File: src/rtl/core/vlpd_pkg.sv
package vlpd_pkg;

    localparam int BYTE_W = 8;
    localparam int HDR_W  = 16;
    localparam int ID_W   = 14;
    localparam int LCNT_W = 2;
    localparam int LEN_W  = 24;
    localparam int KIND_W = 2;

    typedef enum logic [KIND_W-1:0] {
        KIND_DATA  = 2'd0,
        KIND_EMPTY = 2'd1,
        KIND_ERROR = 2'd2
    } kind_t;

    // One result word from the parser
    typedef struct packed {
        logic              valid;
        kind_t             kind;
        logic [ID_W-1:0]   id;
        logic [BYTE_W-1:0] data;
        logic              last;
    } res_t;

endpackage

File: src/rtl/core/vlpd_if.sv
interface vlpd_in_if;
    import vlpd_pkg::*;

    logic              valid;
    logic              ready;
    logic [BYTE_W-1:0] rx_byte;
    logic              link_error;

    modport source (output valid, output rx_byte, output link_error, input ready);
    modport sink   (input valid, input rx_byte, input link_error, output ready);
endinterface

interface vlpd_out_if;
    import vlpd_pkg::*;

    logic              valid;
    logic              ready;
    logic [KIND_W-1:0] kind;
    logic [ID_W-1:0]   message_id;
    logic [BYTE_W-1:0] payload_byte;
    logic              last;

    modport source (output valid, output kind, output message_id, output payload_byte,
                    output last, input ready);
    modport sink   (input valid, input kind, input message_id, input payload_byte,
                    input last, output ready);
endinterface

File: src/rtl/core/variable_length_prefix_deframer.sv
// Length-prefixed message deframer. Each rx word carries one stream byte or a
// link error; each payload byte leaves as one msg word tagged with the 14-bit
// message id, the final one flagged last. A frame with zero payload length
// yields one empty-message word, and a link error yields one error word and
// restarts header hunting. Header and length bytes produce no output. One rx
// word is taken every cycle while msg keeps up; a word passes an input
// register and then the frame state update, and its result is registered
// into the result register once that slot is free or draining. The one-word
// input and output registers pace the flow: a stall on msg holds both and
// backs up rx.
module variable_length_prefix_deframer (
    input  logic          clk,
    input  logic          rst_n,
    vlpd_in_if.sink       rx,
    vlpd_out_if.source    msg
);
    import vlpd_pkg::*;

    logic              in_valid_reg;
    logic [BYTE_W-1:0] in_byte_reg;
    logic              in_err_reg;

    logic              out_valid_reg;
    kind_t             out_kind_reg;
    logic [ID_W-1:0]   out_id_reg;
    logic [BYTE_W-1:0] out_data_reg;
    logic              out_last_reg;

    logic              step;
    res_t              res;

    // Consume the held word when the result slot is free or draining
    assign step     = in_valid_reg && (!out_valid_reg || msg.ready);
    assign rx.ready = !in_valid_reg || step;

    // Input register
    always_ff @(posedge clk or negedge rst_n)
    begin
        if (!rst_n)
        begin
            in_valid_reg <= 1'b0;
        end
        else if (rx.ready)
        begin
            in_valid_reg <= rx.valid;
        end
    end

    always_ff @(posedge clk)
    begin
        if (rx.ready && rx.valid)
        begin
            in_byte_reg <= rx.rx_byte;
            in_err_reg  <= rx.link_error;
        end
    end

    vlpd_parser u_parser (
        .clk        (clk),
        .rst_n      (rst_n),
        .step       (step),
        .rx_byte    (in_byte_reg),
        .link_error (in_err_reg),
        .res        (res)
    );

    // Result register
    always_ff @(posedge clk or negedge rst_n)
    begin
        if (!rst_n)
        begin
            out_valid_reg <= 1'b0;
        end
        else if (step && res.valid)
        begin
            out_valid_reg <= 1'b1;
        end
        else if (msg.ready)
        begin
            out_valid_reg <= 1'b0;
        end
    end

    always_ff @(posedge clk)
    begin
        if (step && res.valid)
        begin
            out_kind_reg <= res.kind;
            out_id_reg   <= res.id;
            out_data_reg <= res.data;
            out_last_reg <= res.last;
        end
    end

    assign msg.valid        = out_valid_reg;
    assign msg.kind         = out_kind_reg;
    assign msg.message_id   = out_id_reg;
    assign msg.payload_byte = out_data_reg;
    assign msg.last         = out_last_reg;

    // A consumed link error always shows up as an error word next cycle
    assert property (@(posedge clk) disable iff (!rst_n)
        (step && in_err_reg) |=> (out_valid_reg && out_kind_reg == KIND_ERROR))
        else $error("link error did not produce an error word");

    // Error words carry no id and no last flag
    assert property (@(posedge clk) disable iff (!rst_n)
        (out_valid_reg && out_kind_reg == KIND_ERROR) |-> (out_id_reg == '0 && !out_last_reg))
        else $error("error word carries frame fields");

    // Empty messages are always last with a zero data byte
    assert property (@(posedge clk) disable iff (!rst_n)
        (out_valid_reg && out_kind_reg == KIND_EMPTY) |-> (out_last_reg && out_data_reg == '0))
        else $error("malformed empty-message word");

    // The result slot never loads while a stalled word is waiting
    assert property (@(posedge clk) disable iff (!rst_n)
        (out_valid_reg && !msg.ready) |-> !step)
        else $error("result overwritten while stalled");

endmodule

File: src/rtl/core/vlpd_parser.sv
module vlpd_parser (
    input  logic                    clk,
    input  logic                    rst_n,
    input  logic                    step,
    input  logic [vlpd_pkg::BYTE_W-1:0] rx_byte,
    input  logic                    link_error,
    output vlpd_pkg::res_t          res
);
    import vlpd_pkg::*;

    typedef enum logic [1:0] {
        PH_HDR_HI = 2'd0,
        PH_HDR_LO = 2'd1,
        PH_LEN    = 2'd2,
        PH_DATA   = 2'd3
    } phase_t;

    phase_t              phase_reg, phase_next;
    logic [HDR_W-1:0]    hdr_reg, hdr_next;
    logic [LCNT_W-1:0]   lcnt_reg, lcnt_next;
    logic [LEN_W-1:0]    plen_reg, plen_next;

    logic [HDR_W-1:0]    hdr_lo;
    logic [LEN_W-1:0]    plen_shift;
    logic [LCNT_W-1:0]   lcnt_dec;
    logic [LEN_W-1:0]    plen_dec;

    assign hdr_lo     = {hdr_reg[HDR_W-1:BYTE_W], rx_byte};
    assign plen_shift = {plen_reg[LEN_W-BYTE_W-1:0], rx_byte};
    assign lcnt_dec   = lcnt_reg - LCNT_W'(1);
    assign plen_dec   = plen_reg - LEN_W'(1);

    // Decode one byte against the current frame phase
    always_comb
    begin
        phase_next = phase_reg;
        hdr_next   = hdr_reg;
        lcnt_next  = lcnt_reg;
        plen_next  = plen_reg;
        res        = '0;
        res.kind   = KIND_DATA;

        if (link_error)
        begin
            res.valid  = 1'b1;
            res.kind   = KIND_ERROR;
            phase_next = PH_HDR_HI;
            hdr_next   = '0;
            lcnt_next  = '0;
            plen_next  = '0;
        end
        else
        begin
            case (phase_reg)
                PH_HDR_HI:
                begin
                    hdr_next   = {rx_byte, {BYTE_W{1'b0}}};
                    phase_next = PH_HDR_LO;
                end
                PH_HDR_LO:
                begin
                    hdr_next  = hdr_lo;
                    lcnt_next = hdr_lo[LCNT_W-1:0];
                    plen_next = '0;
                    if (hdr_lo[LCNT_W-1:0] == '0)
                    begin
                        // no length bytes: empty message right away
                        res.valid  = 1'b1;
                        res.kind   = KIND_EMPTY;
                        res.id     = hdr_lo[HDR_W-1:LCNT_W];
                        res.last   = 1'b1;
                        phase_next = PH_HDR_HI;
                        hdr_next   = '0;
                    end
                    else
                    begin
                        phase_next = PH_LEN;
                    end
                end
                PH_LEN:
                begin
                    if (lcnt_reg == '0)
                    begin
                        // length already complete
                        if (plen_reg == '0)
                        begin
                            res.valid  = 1'b1;
                            res.kind   = KIND_EMPTY;
                            res.id     = hdr_reg[HDR_W-1:LCNT_W];
                            res.last   = 1'b1;
                            phase_next = PH_HDR_HI;
                            hdr_next   = '0;
                        end
                        else
                        begin
                            phase_next = PH_DATA;
                        end
                    end
                    else
                    begin
                        plen_next = plen_shift;
                        lcnt_next = lcnt_dec;
                        if (lcnt_dec == '0)
                        begin
                            if (plen_shift == '0)
                            begin
                                res.valid  = 1'b1;
                                res.kind   = KIND_EMPTY;
                                res.id     = hdr_reg[HDR_W-1:LCNT_W];
                                res.last   = 1'b1;
                                phase_next = PH_HDR_HI;
                                hdr_next   = '0;
                                lcnt_next  = '0;
                                plen_next  = '0;
                            end
                            else
                            begin
                                phase_next = PH_DATA;
                            end
                        end
                    end
                end
                PH_DATA:
                begin
                    res.valid = 1'b1;
                    res.kind  = KIND_DATA;
                    res.id    = hdr_reg[HDR_W-1:LCNT_W];
                    res.data  = rx_byte;
                    res.last  = (plen_dec == '0);
                    plen_next = plen_dec;
                    if (plen_dec == '0)
                    begin
                        phase_next = PH_HDR_HI;
                        hdr_next   = '0;
                        lcnt_next  = '0;
                    end
                end
                default:
                begin
                    phase_next = PH_HDR_HI;
                end
            endcase
        end
    end

    // Hold frame state; advance only when a word is consumed
    always_ff @(posedge clk or negedge rst_n)
    begin
        if (!rst_n)
        begin
            phase_reg <= PH_HDR_HI;
            hdr_reg   <= '0;
            lcnt_reg  <= '0;
            plen_reg  <= '0;
        end
        else if (step)
        begin
            phase_reg <= phase_next;
            hdr_reg   <= hdr_next;
            lcnt_reg  <= lcnt_next;
            plen_reg  <= plen_next;
        end
    end

endmodule

File: src/flat_wrapper.sv
// flat-port wrapper written by rule: the top's interface ports become plain ports
module variable_length_prefix_deframer_flat import vlpd_pkg::*;
  (clk, rst_n, rx_valid, rx_rx_byte, rx_link_error, rx_ready, msg_valid, msg_kind, msg_message_id, msg_payload_byte, msg_last, msg_ready);
  vlpd_in_if rx_i ();
  vlpd_out_if msg_i ();
  input  logic clk;
  input  logic rst_n;
  input wire logic [$bits(rx_i.valid)-1:0] rx_valid;
  input wire logic [$bits(rx_i.rx_byte)-1:0] rx_rx_byte;
  input wire logic [$bits(rx_i.link_error)-1:0] rx_link_error;
  output wire logic [$bits(rx_i.ready)-1:0] rx_ready;
  output wire logic [$bits(msg_i.valid)-1:0] msg_valid;
  output wire logic [$bits(msg_i.kind)-1:0] msg_kind;
  output wire logic [$bits(msg_i.message_id)-1:0] msg_message_id;
  output wire logic [$bits(msg_i.payload_byte)-1:0] msg_payload_byte;
  output wire logic [$bits(msg_i.last)-1:0] msg_last;
  input wire logic [$bits(msg_i.ready)-1:0] msg_ready;
  assign rx_i.valid = rx_valid;
  assign rx_i.rx_byte = rx_rx_byte;
  assign rx_i.link_error = rx_link_error;
  assign rx_ready = rx_i.ready;
  assign msg_valid = msg_i.valid;
  assign msg_kind = msg_i.kind;
  assign msg_message_id = msg_i.message_id;
  assign msg_payload_byte = msg_i.payload_byte;
  assign msg_last = msg_i.last;
  assign msg_i.ready = msg_ready;
  variable_length_prefix_deframer u_core (.clk(clk), .rst_n(rst_n), .rx(rx_i), .msg(msg_i));
endmodule
File: config.mk
export PLATFORM = sky130hd
export DESIGN_NAME = variable_length_prefix_deframer_flat
export DESIGN_NICKNAME = d
export VERILOG_FILES = /design/src/rtl/core/vlpd_pkg.sv /design/src/rtl/core/vlpd_if.sv /design/src/rtl/core/variable_length_prefix_deframer.sv /design/src/rtl/core/vlpd_parser.sv /design/src/flat_wrapper.sv
export SDC_FILE = /design/constraint.sdc
export NUM_CORES = 1
export LEC_CHECK = 0
export CAP_MARGIN = 0
export CORE_MARGIN = 5
export CORE_UTILIZATION = 55
export DETAILED_ROUTE_END_ITERATION = 7
export DONT_BUFFER_PORTS = 1
export PLACE_DENSITY_LB_ADDON = 0.15
export SKIP_LAST_GASP = 1
export SYNTH_ARGS = -nofsm -noshare
export SYNTH_HDL_FRONTEND = slang
export SYNTH_SLANG_ARGS = --single-unit
File: constraint.sdc
create_clock -name clk -period 8.65 [get_ports clk]
set_clock_uncertainty 0.1 [all_clocks]
set_input_delay 2.1625 -clock clk [delete_from_list [all_inputs] [get_ports clk]]
set_output_delay 2.1625 -clock clk [all_outputs]
set_load 0.02 [all_outputs]
==> impl_metrics.yaml, run 1 <==
run_status:
  status: "finished clean"
clock_network:
  cts_resized: 0
  post_cts_buffers: 0
  clkTransAtPathRegs_ps: 70
  clock_latency_ps: 360
  cts_tree: "yes"
  clock_path_buffers: 2
  cts_buffers: 9
  cts-root-buf: "clkbuf_8"
  cts_hold_repair.buffers: 0
  htree_levels: 3
  clock-sinks: 78
min_path:
  hold_class: "reg -> reg"
synth:
  synth_ff_type: "dfrtp_1"
  yosys_warnings: 0
  syn_avg_cell_area_um2: 9.65
  yosysSeqAreaShare_pct: 51.5
  synth-async-reset-ratio_pct: 56.4
  yosysUniqueCellTypes: 52
  synth_edf_count: 34
  synth.cell_area_um2: 4120
  syn-num-nets: 444
  ys_ff_latch: 78
  syn_inst: 427
die:
  io_pins: 40
  start_util_pct: 56.5
  fp.dieH_um: 96.6
  core_um2: 7290
  row_count: 31
  fp.dieArea_um2: 9320
  fp.dieW_um: 96.6
worst_setup_path:
  critical_path.top_delay_family: "simple AND/OR/NAND/NOR gates"
  cp.required_ps: 6390
  crit_buf_inv: 1
  critPathMaxStageDelay_ps: 230
  r2r-start: "u_core.u_parser.plen_reg[0]"
  cp_max_fo: 3
  crit_path_start_kind: "input pin"
  path_cells: "inv_1 -> nand3_1"
  critPathCaptureType: "output pin"
  reg2regPathDepth: 9
  timing_worst_setup_path_type: "in -> out"
  rr_endpoint: "u_core.msg.payload_byte[7]"
  crit_slowest_cell: "nand3_1"
  ff2ff_setup_slack_ps: 4780
  cp.arrival_ps: 2450
  crit_path_end: "rx_ready"
  worstSetupPathDepth: 2
  cp-startpoint: "msg_ready"
detailed_routing:
  wl_mm: 9.99
  drt-pass1-iter-count: 5
  vias: 3278
  antenna_left: 0
  drc: 0
  drt_iter0_drc: 355
  viasPerCell: 6.24
  route.detailed.wl_per_inst_um: 19.0
grt:
  grt_pass1_wl_mm: 16.4
  grt_overflow_total: 0
  grt_pass1_vias: 3158
  grt_max_degree: 45
  grt_usage_pct: 23.5
  antenna_found_initial: 0
job:
  drv_cap: 0
final_layout:
  final_common_cell: "dfrtp_1"
  layout.nets: 438
  syn_to_final_growth_pct: 6.56
  drive_above_1_share_pct: 8.22
  fin_util_pct: 60.2
  final_cell_mix: "dfrtp_1, o21ai_0, nand2_1"
  largest_register_ff_count: 24
  diodes: 0
place:
  gp_congestion: 0.943
  portBuffers: 0
  hpwlAfterDp_mm: 6.79
sta:
  worst-slew-pin-transition_ps: 1250
  fmax_mhz: 212
  setup-violations-final: 0
  maxSlewViolCount: 0
  slew_headroom_pct: 16.2
  rsz0062_at_grt: "no"
  holdWs_ps: 417
  period_share_pct: 54.4
  hold_viol_final: 0
  period_minus_slack_ps: 4710
  fin_tns_setup_ps: 0
==> layout make-up <==
class / count / area [um^2]
fillers: 682 / 2900
flip-flops and latches: 78 / 2120
multi-input cells: 310 / 1840
clock buffers: 11 / 141
well taps: 99 / 124
inverters: 16 / 60.1
clock inverters: 5 / 58.8
repair buffers: 6 / 45.0
==> metrics by stage <==
step,setup slack (ps),instances,instance area (um^2)
6_report,3940,525,4390
5_1_grt,3920,525,4390
4_1_cts,3940,525,4390
3_5_place_dp,3940,509,4190
3_3_place_gp,3950,509,4190
2_1_floorplan,3970,427,4120
==> worst min path at each step <==
stage,start,endpoint,cells past startpoint
global route,u_core.u_parser.hdr_reg[12],u_core.u_parser.hdr_reg[12],2
detailed placement,u_core.u_parser.hdr_reg[11],u_core.u_parser.hdr_reg[11],2
finish,u_core.u_parser.hdr_reg[15],u_core.u_parser.hdr_reg[15],2
global placement,u_core.u_parser.hdr_reg[8],u_core.u_parser.hdr_reg[8],2
floorplan,u_core.in_err_reg,u_core.msg.kind[1],0
CTS,u_core.u_parser.hdr_reg[15],u_core.u_parser.hdr_reg[15],2
==> kinds of logic (layout without fill, tap and decap cells) <==
kind of cell,after synthesis,count (layout),synth area share [%]
muxes,6,6,1.46
xor gates and xnor gates,11,11,2.34
adders and majority gates,4,4,1.21
and+or+nand+nor,172,172,22.1
buffers and inverters,39,38,4.07
AOI/OAI and AO/OA,117,117,17.4
DFF,78,78,51.5
==> per-layer routing <==
| layer | vias up | wire (um) | GRT usage, % |
|---|---|---|---|
| met5 | - | 0 | 0 |
| met4 | 0 | 157 | 7.71 |
| met3 | 14 | 831 | 6.58 |
| met2 | 138 | 4430 | 32.9 |
| met1 | 1579 | 4560 | 35.0 |
| li1 | 1547 | - | - |
==> cell usage after synthesis, drive strengths merged (4+ instances only) <==
master  instances  area [um^2]
and3            4         26.3
a22oi          14          105
ha              4         50.1
nand2b          5         31.3
nor3           23          115
nand4           9         62.6
dfrtp          44         1100
xor2            5         43.8
buf             8         51.3
nand2          40          150
clkbuf         15         56.3
nor4           10         92.6
inv            16         60.1
o21ai          51          255
edfxtp         34         1020
o21a            4         30.0
and2           10         62.6
nor2           39          146
xnor2           6         52.6
nor4b           6         52.6
nand3           9         45.0
a22o            5         45.0
mux2i           6         60.1
or3             4         26.3
a21oi          29          145
==> tightest hold or removal path: stages, from the launching register on <==
cell	delay (ps)
dfrtp_1	320
inv_1	50
o21ai_1	110
Power of run 1 is left out: the tool's default activity adds up to more than one toggle a clock period on the data nets, which glitch-free logic cannot reach.
==> run 2: changes to the inputs <==
==> constraint.sdc (replaced) <==
create_clock -name clk -period 3.9 [get_ports clk]
set_clock_uncertainty 0.1 [all_clocks]
set_input_delay 0.975 -clock clk [delete_from_list [all_inputs] [get_ports clk]]
set_output_delay 0.975 -clock clk [all_outputs]
set_load 0.02 [all_outputs]
==> run 2 against run 1 <==
  * Non-clock buffer count rose by 4
  * Cell count up 0.76%
  * Via count up 1.4%
  * Wire length up 2.0%
  * Worst setup slack worse by 3300 ps
  * Worst hold slack got worse by 200 ps
  * Critical path depth grew 5
  * Die area unchanged
  * Sequential share of layout area shrank 0.22 points
  * Utilization rose by 0.27 points
  * Critical endpoint is now u_core.msg.message_id[1]
==> impl_metrics.yaml, run 2 (synthesis gave the netlist of run 1 again) <==
sta:
  rsz0062_at_grt: "no"
  fmax_mhz: 303
  fin_tns_setup_ps: 0
  hold_viol_final: 0
  setup-violations-final: 0
  period_minus_slack_ps: 3300
  worst-slew-pin-transition_ps: 961
  slew_headroom_pct: 35.4
  timing.final.ws_setup_ps: 600
  period_share_pct: 84.6
  maxSlewViolCount: 0
final_layout:
  final_common_cell: "dfrtp_1"
  fill_cells: 666
  drive_above_1_share_pct: 9.07
  final_cell_mix: "dfrtp_1, o21ai_0, nand2_1"
  seq_area_um2: 2120
  multi_input_area_um2: 1840
  diodes: 0
  fin_util_pct: 60.5
  layout.nets: 442
  syn_to_final_growth_pct: 7.04
  largest_register_ff_count: 24
worst_setup_path:
  cp-startpoint: "u_core.u_parser.plen_reg[6]"
  critPathMaxStageDelay_ps: 610
  cp_max_fo: 15
  path_cells: "nor4_4 -> nand4_2 -> a21oi_1 -> o21a_1 -> a21oi_1 -> a21oi_2 -> buf_4"
  path_common_cell: "a21oi_1"
  timing_worst_setup_path_type: "reg -> reg"
  crit_slowest_cell: "nor4_4"
  reg2regPathDepth: 7
  rr_endpoint: "u_core.msg.message_id[1]"
  cp.required_ps: 3850
  r2r-start: "u_core.u_parser.plen_reg[6]"
  ff2ff_setup_slack_ps: 600
  cp.arrival_ps: 3250
  critPathCaptureType: "register"
  crit_path_end: "u_core.msg.message_id[1]"
  crit_path_start_kind: "register"
place:
  portBuffers: 0
  hpwlAfterDp_mm: 7.11
  gp_congestion: 0.921
  dp_slack_ps: 685
detailed_routing:
  viasPerCell: 6.28
  antenna_left: 0
  drc: 0
  vias: 3324
  drt-pass1-iter-count: 5
  route.detailed.wl_per_inst_um: 19.3
  drt_iter0_drc: 396
  wl_mm: 10.2
run_status:
  status: "finished clean"
clock_network:
  cts-root-buf: "clkbuf_8"
  clkTransAtPathRegs_ps: 80
  clock_path_buffers: 2
  htree_levels: 3
  cts_resized: 0
  cts_hold_repair.buffers: 0
  cts_buffers: 9
  post_cts_buffers: 0
  clock_latency_ps: 350
  cts_tree: "yes"
  clock-sinks: 78
min_path:
  hold_class: "in -> async"
grt:
  antenna_found_initial: 0
  grt_pass1_vias: 3107
  grt_overflow_total: 0
  grt_pass1_wl_mm: 16.8
  grt_usage_pct: 23.9
  grt_max_degree: 45
die:
  io_pins: 40
  row_count: 31
  fp.dieW_um: 96.6
  fp.dieArea_um2: 9320
  fp.dieH_um: 96.6
  start_util_pct: 56.5
  core_um2: 7290
job:
  drv_cap: 0
run 2: area by class of cell:
class,instances,share of cell area (%)
flip-flops and latches,78,48.1
multi-input cells,310,41.7
clock buffers,10,2.89
well taps,99,2.81
repair buffers,10,1.70
clock inverters,6,1.42
inverters,16,1.36
run 2: worst min-delay path by stage:
stage | start | end | slack [ps] | depth (start not counted)
floorplan | u_core.in_err_reg | u_core.msg.kind[1] | 320 | 0
global placement | u_core.u_parser.hdr_reg[11] | u_core.u_parser.hdr_reg[11] | 400 | 2
detailed placement | u_core.u_parser.hdr_reg[15] | u_core.u_parser.hdr_reg[15] | 400 | 2
CTS | rst_n | u_core.u_parser.hdr_reg[15] | 200 | 0
global route | rst_n | u_core.u_parser.hdr_reg[15] | 190 | 0
finish | rst_n | u_core.u_parser.hdr_reg[15] | 210 | 0
run 2: per-stage QoR:
| stage | cell area [um^2] | cells | hold WS [ps] |
|---|---|---|---|
| finish | 4410 | 529 | 212 |
| detailed placement | 4220 | 513 | 405 |
| global placement | 4220 | 513 | 397 |
| global route | 4410 | 529 | 185 |
| CTS | 4410 | 529 | 200 |
| floorplan | 4120 | 427 | 321 |
run 2: layer usage:
layer | up-vias | wire [um] | global-route usage (%)
li1 | 1550 | - | -
met1 | 1604 | 4610 | 36.3
met2 | 156 | 4450 | 34.3
met3 | 14 | 991 | 4.96
met4 | 0 | 134 | 7.01
met5 | - | 0 | 0
run 2: critical path, delay by kind of cell, from the launching register on:
family          cells  cell delay, ps
compound gates      4            1090
buf+inv             1             250
flops               1             530
simple gates        2            1020
Power of run 2 is left out for the same reason.
==> run 3: changes to the inputs <==
==> constraint.sdc (replaced) <==
create_clock -name clk -period 2.7 [get_ports clk]
set_clock_uncertainty 0.1 [all_clocks]
set_input_delay 0.675 -clock clk [delete_from_list [all_inputs] [get_ports clk]]
set_output_delay 0.675 -clock clk [all_outputs]
set_load 0.02 [all_outputs]
==> run 3 against run 2 <==
  * Sequential cell count unchanged
  * Sequential share of layout area fell by 4.3 points
  * Wire length rose by 7.5%
  * Worst setup slack worse by 450 ps
  * Highest routed layer unchanged
  * Cell area up 9.7%
==> impl_metrics.yaml, run 3 (synthesis gave the netlist of run 1 again) <==
detailed_routing:
  wl_mm: 10.9
  vias: 3585
  drt-pass1-iter-count: 5
  drt_iter0_drc: 378
  viasPerCell: 6.30
  route.detailed.wl_per_inst_um: 19.2
  antenna_left: 0
  drc: 0
worst_setup_path:
  reg2regPathDepth: 9
  crit_path_start_kind: "register"
  critPathMaxStageDelay_ps: 400
  crit_slowest_cell: "dfrtp_1"
  rr_endpoint: "u_core.u_parser.hdr_reg[15]"
  cp.required_ps: 2830
  critPathCaptureType: "register"
  ff2ff_setup_slack_ps: 150
  timing_worst_setup_path_type: "reg -> reg"
  cp.arrival_ps: 2680
  cp_max_fo: 7
  r2r-start: "u_core.u_parser.plen_reg[1]"
  path_cells: "inv_2 -> ha_4 -> nor4b_4 -> nand4_2 -> o31a_2 -> nor4_2 -> nand4_1 -> a41oi_2 -> o21ai_1"
final_layout:
  layout.cells.non_filler: 569
  layout.nets: 482
  postLayoutCellArea_um2: 4840
  fill_cells: 613
  fin_util_pct: 66.4
  final_common_cell: "buf_4"
  largest_register_ff_count: 24
  drive_above_1_share_pct: 20.0
  syn_to_final_growth_pct: 17.5
  diodes: 0
  final_cell_mix: "buf_4, dfrtp_1, o21ai_0"
sta:
  period_minus_slack_ps: 2550
  slew_headroom_pct: 30.1
  hold_viol_final: 0
  fin_tns_setup_ps: 0
  rsz0062_at_grt: "no"
  fmax_mhz: 392
  period_share_pct: 94.5
  worst-slew-pin-transition_ps: 1040
  maxSlewViolCount: 0
  setup-violations-final: 0
die:
  fp.dieW_um: 96.6
  start_util_pct: 56.5
  fp.dieArea_um2: 9320
  io_pins: 40
  core_um2: 7290
  row_count: 31
  fp.dieH_um: 96.6
min_path:
  hold_class: "in -> async"
place:
  dpl.cell_count: 551
  hpwlAfterDp_mm: 7.86
  gp_congestion: 0.947
  placed_area_um2: 4550
  portBuffers: 0
run_status:
  status: "finished clean"
grt:
  grt_usage_pct: 25.8
  grt_max_degree: 45
  grt_pass1_vias: 3490
  antenna_found_initial: 0
  grt_pass1_wl_mm: 17.9
  grt_overflow_total: 0
clock_network:
  cts-root-buf: "clkbuf_8"
  clock_path_buffers: 2
  cts_tree: "yes"
  htree_levels: 3
  clkTransAtPathRegs_ps: 80
  clock_latency_ps: 350
  clock-sinks: 78
  cts_buffers: 9
job:
  drv_cap: 0
[run 3: changes by cell type in the layout (fill, tap and decap cells not counted), sizes merged]
| cell | change |
|---|---|
| buf | +39 |
| clkinv | -2 |
| a41oi | +1 |
| clkbuf | +1 |
| inv | +1 |
[run 3: cell type report]
| type | instances | area (um^2) | area share (%) |
|---|---|---|---|
| Timing Repair Buffer | 49 | 400 | 8.27 |
| Clock buffer | 11 | 131 | 2.71 |
| Inverter | 16 | 60.1 | 1.24 |
| Tap cell | 99 | 124 | 2.56 |
| Multi-Input combinational cell | 311 | 1940 | 40.2 |
| Sequential cell | 78 | 2120 | 43.8 |
| Clock inverter | 5 | 58.8 | 1.21 |
[run 3: routing by layer]
layer,GRT usage (%),up-vias,share of wire [%]
met5,0,-,0
met4,12.9,0,3.4
met3,5.81,28,9.2
met2,37.1,212,44
met1,36.5,1707,43
li1,-,1638,-
[run 3: how the worst max path moves through the flow]
stage                                start                           to  slack, ps  cells after the start
2_1_floorplan  u_core.u_parser.plen_reg[7]           u_core.msg.kind[0]          8                      8
6_report       u_core.u_parser.plen_reg[1]  u_core.u_parser.hdr_reg[15]        150                      9
4_1_cts        u_core.u_parser.plen_reg[1]  u_core.u_parser.hdr_reg[14]         30                     10
3_3_place_gp   u_core.u_parser.plen_reg[0]              u_core.msg.last         40                      9
3_5_place_dp   u_core.u_parser.plen_reg[1]              u_core.msg.last         40                      9
5_1_grt        u_core.u_parser.plen_reg[0]   u_core.u_parser.hdr_reg[8]         20                     11
[run 3: metrics by stage]
step | setup WS [ps] | hold WS [ps]
after floorplan | 8.42 | 279
after global routing | 21.2 | 60.4
after global placement | 38.8 | 281
final | 149 | 61.3
after CTS | 26.2 | 64.5
after detailed placement | 41.6 | 281
[run 3: critical path: cells and delay by family, from the launching register on]
kind | cells | cell delay, ps
AO/OA/AOI/OAI | 3 | 820
adder cells (fa/ha/maj) | 1 | 170
buffers and inverters | 1 | 80
flip-flops | 1 | 400
AND/OR/NAND/NOR | 4 | 860
[run 3: what timing repair did]
action | in CTS | in global routing
endpoints found under the hold margin | 44 | 0
resized for setup | 1 | 12
pin swaps | 0 | 4
endpoints found under the setup margin | 1 | 35
setup buffers | 0 | 0
gates cloned | 0 | 1
hold buffers | 1 | 0
Power of run 3 is left out for the same reason.
